[src/rtl/core/vnue_pkg.sv]
// ----------------------------------------------------------------------------
// vnue_pkg
// Types and constants shared by the variable nibble encoder modules.
// ----------------------------------------------------------------------------
package vnue_pkg;

	localparam int COUNT_W = 4;
	localparam int NIB_W   = 5;

	localparam logic [COUNT_W-1:0] MAX_FIXED = 4'd8;
	localparam logic [2:0]         GROUP_MASK = 3'h7;

	// Per-item command decided by the front end
	typedef struct packed {
		logic               fixed;
		logic [COUNT_W-1:0] count;
	} cmd_t;

	// Queue status seen by the top level
	typedef struct packed {
		logic full;
		logic empty;
	} fifo_stat_t;

endpackage

[src/rtl/core/variable_nibble_uint_encoder.sv]
// ----------------------------------------------------------------------------
// variable_nibble_uint_encoder
// Encodes an unsigned integer as fixed little-endian bytes or as chained
// 3-bit groups packed two per byte.
// ----------------------------------------------------------------------------
// The emitter produces one byte per cycle unless out_stall holds the output
// register. An item gives fixed_bytes (saturated at 8) bytes in fixed mode,
// ceil(significant bits / 6) with a minimum of one in compressed mode,
// up to six for a 32-bit value. The next queued item is loaded in the same
// cycle the last byte of the previous one is issued. A two-entry queue sits
// between input classification and the emitter, and a single registered
// output stage holds each byte while out_stall is high; the emitter pauses
// until that byte is taken.
module variable_nibble_uint_encoder
	import vnue_pkg::*;
#(
	parameter int VALUE_BITS = 32
) (
	input  logic               clk,
	input  logic               arst_n,
	input  logic               in_valid,
	output logic               in_stall,
	input  logic [31:0]        value,
	input  logic [COUNT_W-1:0] fixed_bytes,
	output logic               out_valid,
	input  logic               out_stall,
	output logic [7:0]         out_byte,
	output logic               last,
	output logic [NIB_W-1:0]   nibble_total
);

	localparam int QW = VALUE_BITS + $bits(cmd_t);

	logic [VALUE_BITS-1:0] value_m;
	cmd_t                  cmd;
	logic                  push;
	logic                  pop;
	logic [QW-1:0]         q_data;
	fifo_stat_t            fstat;
	cmd_t                  q_cmd;
	logic [VALUE_BITS-1:0] q_value;

	vnue_front #(.VALUE_BITS(VALUE_BITS)) u_front (
		.value       (value),
		.fixed_bytes (fixed_bytes),
		.value_m     (value_m),
		.cmd         (cmd)
	);

	assign in_stall = fstat.full;
	assign push     = in_valid && !fstat.full;

	vnue_fifo #(.WIDTH(QW)) u_fifo (
		.clk    (clk),
		.arst_n (arst_n),
		.push   (push),
		.wdata  ({value_m, cmd}),
		.pop    (pop),
		.rdata  (q_data),
		.stat   (fstat)
	);

	assign q_value = q_data[QW-1 -: VALUE_BITS];
	assign q_cmd   = q_data[$bits(cmd_t)-1:0];

	vnue_back #(.VALUE_BITS(VALUE_BITS)) u_back (
		.clk          (clk),
		.arst_n       (arst_n),
		.q_valid      (!fstat.empty),
		.q_value      (q_value),
		.q_cmd        (q_cmd),
		.q_pop        (pop),
		.out_valid    (out_valid),
		.out_stall    (out_stall),
		.out_byte     (out_byte),
		.last         (last),
		.nibble_total (nibble_total)
	);

	a_total_only_on_last: assert property (@(posedge clk) disable iff (!arst_n)
		out_valid && !last |-> nibble_total == '0)
		else $error("nibble_total set on a non-final byte");

	a_total_nonzero: assert property (@(posedge clk) disable iff (!arst_n)
		out_valid && last |-> nibble_total != '0)
		else $error("final byte carries zero nibble count");

	a_push_lands: assert property (@(posedge clk) disable iff (!arst_n)
		push && !pop |=> !fstat.empty)
		else $error("accepted transfer missing from queue");

	a_no_pop_empty: assert property (@(posedge clk) disable iff (!arst_n)
		pop |-> !fstat.empty)
		else $error("queue popped while empty");

endmodule

[src/rtl/core/vnue_front.sv]
// ----------------------------------------------------------------------------
// vnue_front
// Classifies an incoming item: masks the value and saturates the byte count.
// ----------------------------------------------------------------------------
module vnue_front
	import vnue_pkg::*;
#(
	parameter int VALUE_BITS = 32
) (
	input  logic [31:0]           value,
	input  logic [COUNT_W-1:0]    fixed_bytes,
	output logic [VALUE_BITS-1:0] value_m,
	output cmd_t                  cmd
);

	logic [63:0] value_wide;

	assign value_wide = 64'(value);
	assign value_m    = value_wide[VALUE_BITS-1:0];

	always_comb begin
		cmd.fixed = (fixed_bytes != '0);
		cmd.count = (fixed_bytes > MAX_FIXED) ? MAX_FIXED : fixed_bytes;
	end

endmodule

[src/rtl/core/vnue_fifo.sv]
// ----------------------------------------------------------------------------
// vnue_fifo
// Two-entry queue between the front end and the byte emitter.
// ----------------------------------------------------------------------------
module vnue_fifo #(
	parameter int WIDTH = 37
) (
	input  logic                   clk,
	input  logic                   arst_n,
	input  logic                   push,
	input  logic [WIDTH-1:0]       wdata,
	input  logic                   pop,
	output logic [WIDTH-1:0]       rdata,
	output vnue_pkg::fifo_stat_t   stat
);

	logic [WIDTH-1:0] mem_q [2];
	logic             wr_ptr_q;
	logic             rd_ptr_q;
	logic [1:0]       cnt_q;

	always_ff @(posedge clk) begin
		if (push) begin
			mem_q[wr_ptr_q] <= wdata;
		end
	end

	always_ff @(posedge clk or negedge arst_n) begin
		if (!arst_n) begin
			wr_ptr_q <= 1'b0;
			rd_ptr_q <= 1'b0;
			cnt_q    <= 2'd0;
		end else begin
			if (push) begin
				wr_ptr_q <= ~wr_ptr_q;
			end
			if (pop) begin
				rd_ptr_q <= ~rd_ptr_q;
			end
			unique case ({push, pop})
				2'b10:   cnt_q <= cnt_q + 2'd1;
				2'b01:   cnt_q <= cnt_q - 2'd1;
				default: cnt_q <= cnt_q;
			endcase
		end
	end

	assign rdata      = mem_q[rd_ptr_q];
	assign stat.full  = (cnt_q == 2'd2);
	assign stat.empty = (cnt_q == 2'd0);

endmodule

[src/rtl/core/vnue_back.sv]
// ----------------------------------------------------------------------------
// vnue_back
// Byte emitter: walks a queued item, one encoded byte a cycle unless stalled.
// ----------------------------------------------------------------------------
module vnue_back
	import vnue_pkg::*;
#(
	parameter int VALUE_BITS = 32
) (
	input  logic                  clk,
	input  logic                  arst_n,
	input  logic                  q_valid,
	input  logic [VALUE_BITS-1:0] q_value,
	input  cmd_t                  q_cmd,
	output logic                  q_pop,
	output logic                  out_valid,
	input  logic                  out_stall,
	output logic [7:0]            out_byte,
	output logic                  last,
	output logic [NIB_W-1:0]      nibble_total
);

	logic                  busy_q;
	logic                  fixed_q;
	logic [COUNT_W-1:0]    cnt_q;
	logic [VALUE_BITS-1:0] v_q;
	logic [NIB_W-1:0]      nib_q;

	logic                  ov_q;
	logic [7:0]            byte_q;
	logic                  last_q;
	logic [NIB_W-1:0]      tot_q;

	logic                  emit;
	logic [VALUE_BITS-1:0] rest;
	logic [VALUE_BITS-1:0] rest2;
	logic                  more1;
	logic                  more2;
	logic [7:0]            byte_c;
	logic                  last_c;
	logic [NIB_W-1:0]      nib_next;

	assign emit  = busy_q && (!ov_q || !out_stall);
	assign q_pop = q_valid && (!busy_q || (emit && last_c));

	always_comb begin
		rest  = v_q >> 3;
		rest2 = v_q >> 6;
		more1 = (rest != '0);
		more2 = (rest2 != '0);
		if (fixed_q) begin
			byte_c   = v_q[7:0];
			last_c   = (cnt_q == COUNT_W'(1));
			nib_next = nib_q + NIB_W'(2);
		end else begin
			byte_c   = {more2, (more1 ? rest[2:0] : 3'b000), more1, v_q[2:0] & GROUP_MASK};
			last_c   = !more2;
			nib_next = nib_q + (more1 ? NIB_W'(2) : NIB_W'(1));
		end
	end

	always_ff @(posedge clk or negedge arst_n) begin
		if (!arst_n) begin
			busy_q <= 1'b0;
			ov_q   <= 1'b0;
		end else begin
			if (q_pop) begin
				busy_q <= 1'b1;
			end else if (emit && last_c) begin
				busy_q <= 1'b0;
			end
			if (!ov_q || !out_stall) begin
				ov_q <= emit;
			end
		end
	end

	always_ff @(posedge clk) begin
		if (q_pop) begin
			v_q     <= q_value;
			cnt_q   <= q_cmd.count;
			fixed_q <= q_cmd.fixed;
			nib_q   <= '0;
		end else if (emit) begin
			v_q   <= fixed_q ? (v_q >> 8) : rest2;
			cnt_q <= cnt_q - COUNT_W'(1);
			nib_q <= nib_next;
		end
		if (emit) begin
			byte_q <= byte_c;
			last_q <= last_c;
			tot_q  <= last_c ? nib_next : '0;
		end
	end

	assign out_valid    = ov_q;
	assign out_byte     = byte_q;
	assign last         = last_q;
	assign nibble_total = tot_q;

endmodule
[config.mk]
export PLATFORM = sky130hd
export DESIGN_NAME = variable_nibble_uint_encoder
export DESIGN_NICKNAME = d
export VERILOG_FILES = /design/src/rtl/core/vnue_pkg.sv /design/src/rtl/core/variable_nibble_uint_encoder.sv /design/src/rtl/core/vnue_front.sv /design/src/rtl/core/vnue_fifo.sv /design/src/rtl/core/vnue_back.sv
export SDC_FILE = /design/constraint.sdc
export NUM_CORES = 1
export LEC_CHECK = 0
export BUFFER_PORTS_ARGS = -buffer_cell sky130_fd_sc_hd__buf_2
export CAP_MARGIN = 5
export CORE_AREA = 2 2 106 118
export DETAILED_ROUTE_END_ITERATION = 16
export DIE_AREA = 0 0 108 120
export PLACE_DENSITY = 0.68
export SLEW_MARGIN = 20
export SYNTH_ARGS = -nofsm -noshare
export SYNTH_HDL_FRONTEND = slang
export SYNTH_SLANG_ARGS = --single-unit
[constraint.sdc]
create_clock -name clk -period 4.87 [get_ports clk]
set_input_delay 1.2175 -clock clk [delete_from_list [all_inputs] [get_ports clk]]
set_output_delay 1.2175 -clock clk [all_outputs]
set_load 0.01 [all_outputs]
==> out/metrics.cfg <==
[sta]
holdWs_ns = 0.4275
fin_skew_ns = 0.009593
fmax_ghz = 0.3824
finalHoldViolations = 0
finalCritPeriodShare_pct = 53.70
period_minus_slack_ns = 2.615
drv_slew = 0
rsz0062_at_grt = no
setup_viol = 0
timing.final.ws_setup_ns = 2.255
slew-limit-headroom_pct = 45.10
worstMarginPinSlew_ns = 0.8236
fin_tns_setup_ns = 0

[critical_path]
critical_path_class = flip-flop to flip-flop
worst_setup_path_end_kind = flip-flop
cp_top_family = simple AND/OR/NAND/NOR gates
cpMaxStageDelayCell = fa_1
required_ns = 5.12
arrival_ns = 2.86
worstPathCellList = nor4_1, and4_1, and4_1, ha_1, fa_1, or2_2, a21oi_1, a311oi_1
max_stage_delay_ns = 0.43
path_common_cell = and4_1
setup.worst_path.start_class = flip-flop
cp_num_buf_inv = 0
cp_max_fo = 3

[drt]
vias_per_cell = 5.185
drtPass1Iterations = 4
ant_nets = 0
initialDrtViolationCount = 160
wl_per_cell_microns = 15.96
drc = 0
route.vias.total = 2992
totalWireLength_microns = 9207

[floorplanning]
design.core.area_sq_um = 11820
dieWidth_microns = 108
die_area_sq_um = 12960
die_y_microns = 120
placementRows = 42
start_util_pct = 48.61
ioPinCount = 56

[power]
p_int_mw = 2.580
power.total_mw = 3.459
seq_power_share_pct = 49.4
peakVddDrop_uv = 280.8
pwr-share-clk_pct = 35.2
p_switching_uw = 878.6
swShare_pct = 25.40
p_comb_share_pct = 15.3
p_leak_nw = 2.600
p_per_area_nw_per_um2 = 509.3

[clock_tree]
htreeDepth = 4
cts_tree = built
clockBufferDepth = 2
cts.repair.resized = 0
cts_buffers = 17
hold_buffers = 0
clock-sinks = 136
clk_latency_ns = 0.40
cts_setup_buffers = 0
root_buffer = clkbuf_16
clk_pin_slew_ns = 0.05

[finish]
nets = 457
antennaDiodeCount = 0
syn_to_final_growth_pct = 18.15
final_cell_mix = edfxtp_1, mux2i_1, buf_2
drive_gt1_share_pct = 23.88
final_common_cell = edfxtp_1

[placement]
post-dp-hpwl_microns = 5783
portBuffers = 55
place.gp.congestion = 0.7365
place_ws_ns = 1.855

[synth]
ys_seq_area_share_pct = 69.66
synth_seq_cells = 136
yosysUniqueCellTypes = 40
syn_inst = 345
avgSynthCellArea_sq_um = 16.66
syn_area_sq_um = 5748
ys.warnings.count = 0
synth_fp_nets = 392

[global_route]
grt_antenna_before_repair = 0
grt_overflow = 0
grt_pass1_vias = 3205
grt_pass1_wl_microns = 15280
grt.total_usage_pct = 15.64
grt_max_degree = 46

[outcome]
outcome = finished, final reports clean

[run]
cap_violations = 0

[hold_path]
hold_path_class = flip-flop to flip-flop

-- layer usage --
layer | routed length (microns) | vias up | part of all wire [%] | GRT usage [%]
met2 | 4908 | 56 | 53 | 26.85
met1 | 3852 | 1476 | 42 | 18.20
met5 | 0 | - | 0 | 0
li1 | - | 1446 | - | -
met4 | 152 | 0 | 1.7 | 6.651
met3 | 293 | 14 | 3.2 | 4.508
-- synthesized netlist by cell type --
| master | number | share of area (%) |
|---|---|---|
| and2b_1 | 3 | 0.39 |
| and4b_2 | 1 | 0.20 |
| mux2i_1 | 92 | 16 |
| a31oi_1 | 2 | 0.22 |
| a21oi_1 | 5 | 0.44 |
| a21oi_4 | 1 | 0.28 |
| buf_1 | 1 | 0.065 |
| fa_1 | 1 | 0.35 |
| or4_1 | 1 | 0.13 |
| xor2_2 | 1 | 0.28 |
| a31o_2 | 1 | 0.15 |
| o21bai_1 | 1 | 0.13 |
| nor2_1 | 13 | 0.85 |
| dfxtp_1 | 5 | 1.7 |
| inv_1 | 5 | 0.33 |
| clkbuf_1 | 5 | 0.33 |
| ha_1 | 6 | 1.3 |
| nand2_1 | 8 | 0.52 |
| o21a_1 | 1 | 0.13 |
| nor3_1 | 3 | 0.26 |
| and2_0 | 1 | 0.11 |
| and4_1 | 2 | 0.30 |
| a32oi_4 | 1 | 0.48 |
| xor2_1 | 3 | 0.46 |
| and3_1 | 1 | 0.11 |
| nor2b_1 | 8 | 0.87 |
| and2_1 | 1 | 0.11 |
| o21ai_0 | 3 | 0.26 |
| a22oi_1 | 1 | 0.13 |
| buf_6 | 2 | 0.39 |
| xnor2_1 | 8 | 1.2 |
| dfrtp_1 | 6 | 2.6 |
| a311oi_1 | 1 | 0.15 |
| buf_8 | 2 | 0.52 |
| buf_2 | 5 | 0.44 |
| edfxtp_1 | 125 | 65 |
| or2_2 | 1 | 0.11 |
| nand2b_1 | 8 | 0.87 |
| nor4_1 | 6 | 0.65 |
| mux2_2 | 4 | 0.78 |
-- state kept, by name, indices dropped and copies added (netlist names) --
register and flops:
u_back.nibble_total 5, u_back.out_byte 8, u_back.fixed_q 1, u_fifo.wr_ptr_q 1, u_fifo.rd_ptr_q 1, u_back.nib_q 5, u_back.v_q 32, u_back.out_valid 1
u_back.last 1, u_fifo.cnt_q 2, u_fifo.mem_q 74, u_back.cnt_q 4, u_back.busy_q 1
-- cell families (layout without fill, tap and decap cells) --
family                     Yosys count  count (layout)  synth area share, %
DFF                                136             136                69.66
adders and majority gates            7               7                1.654
buffers and inverters               20              98                2.068
AOI/OAI and AO/OA                   17              17                2.373
xor gates and xnor gates            12              12                1.959
muxes                               96              96                16.80
and+or+nand+nor                     57              57                5.486
-- path summary, 6_finish.rpt --
kind	startpoint	to	slack (ns)	depth (start not counted)
hold / removal	u_back.v_q[2]	u_back.out_byte[2]	0.43	0
setup / recovery	u_back.v_q[8]	u_back.nib_q[1]	2.25	8
min in group asynchronous	arst_n	u_fifo.cnt_q[1]	0.63	1
setup reg to reg	u_back.v_q[8]	u_back.nib_q[1]	2.25	8
max in group asynchronous	arst_n	u_fifo.rd_ptr_q	4.07	1
hold reg to reg	u_back.v_q[2]	u_back.out_byte[2]	0.43	0
-- area by class of cell --
| type | instances | area [sq um] |
|---|---|---|
| clock inverters | 5 | 26.28 |
| inverters | 5 | 18.77 |
| flip-flops and latches | 136 | 4008 |
| well taps | 154 | 192.7 |
| fillers | 935 | 5032 |
| repair buffers | 61 | 340.3 |
| multi-input cells | 189 | 1648 |
| clock buffers | 27 | 558.0 |
-- per-stage QoR --
stage | util (%) | area (sq um) | instances
2_1_floorplan | - | 5748 | 345
3_3_place_gp | 52.24 | 6177 | 544
3_5_place_dp | 52.26 | 6180 | 544
4_1_cts | 57.21 | 6764 | 576
5_1_grt | 57.44 | 6792 | 577
6_report | 57.44 | 6792 | 577
-- power by group through the flow --
stage                     clock network [mW]  registers, mW  logic (mW)
after global routing                    1.29           1.74       0.591
final                                   1.22           1.71       0.531
after floorplan                            0           1.64       0.444
after detailed placement                   0           1.74       0.523
after global placement                     0           1.72       0.511
after CTS                               1.24           1.71       0.526
(Power assumes the default switching activity.)
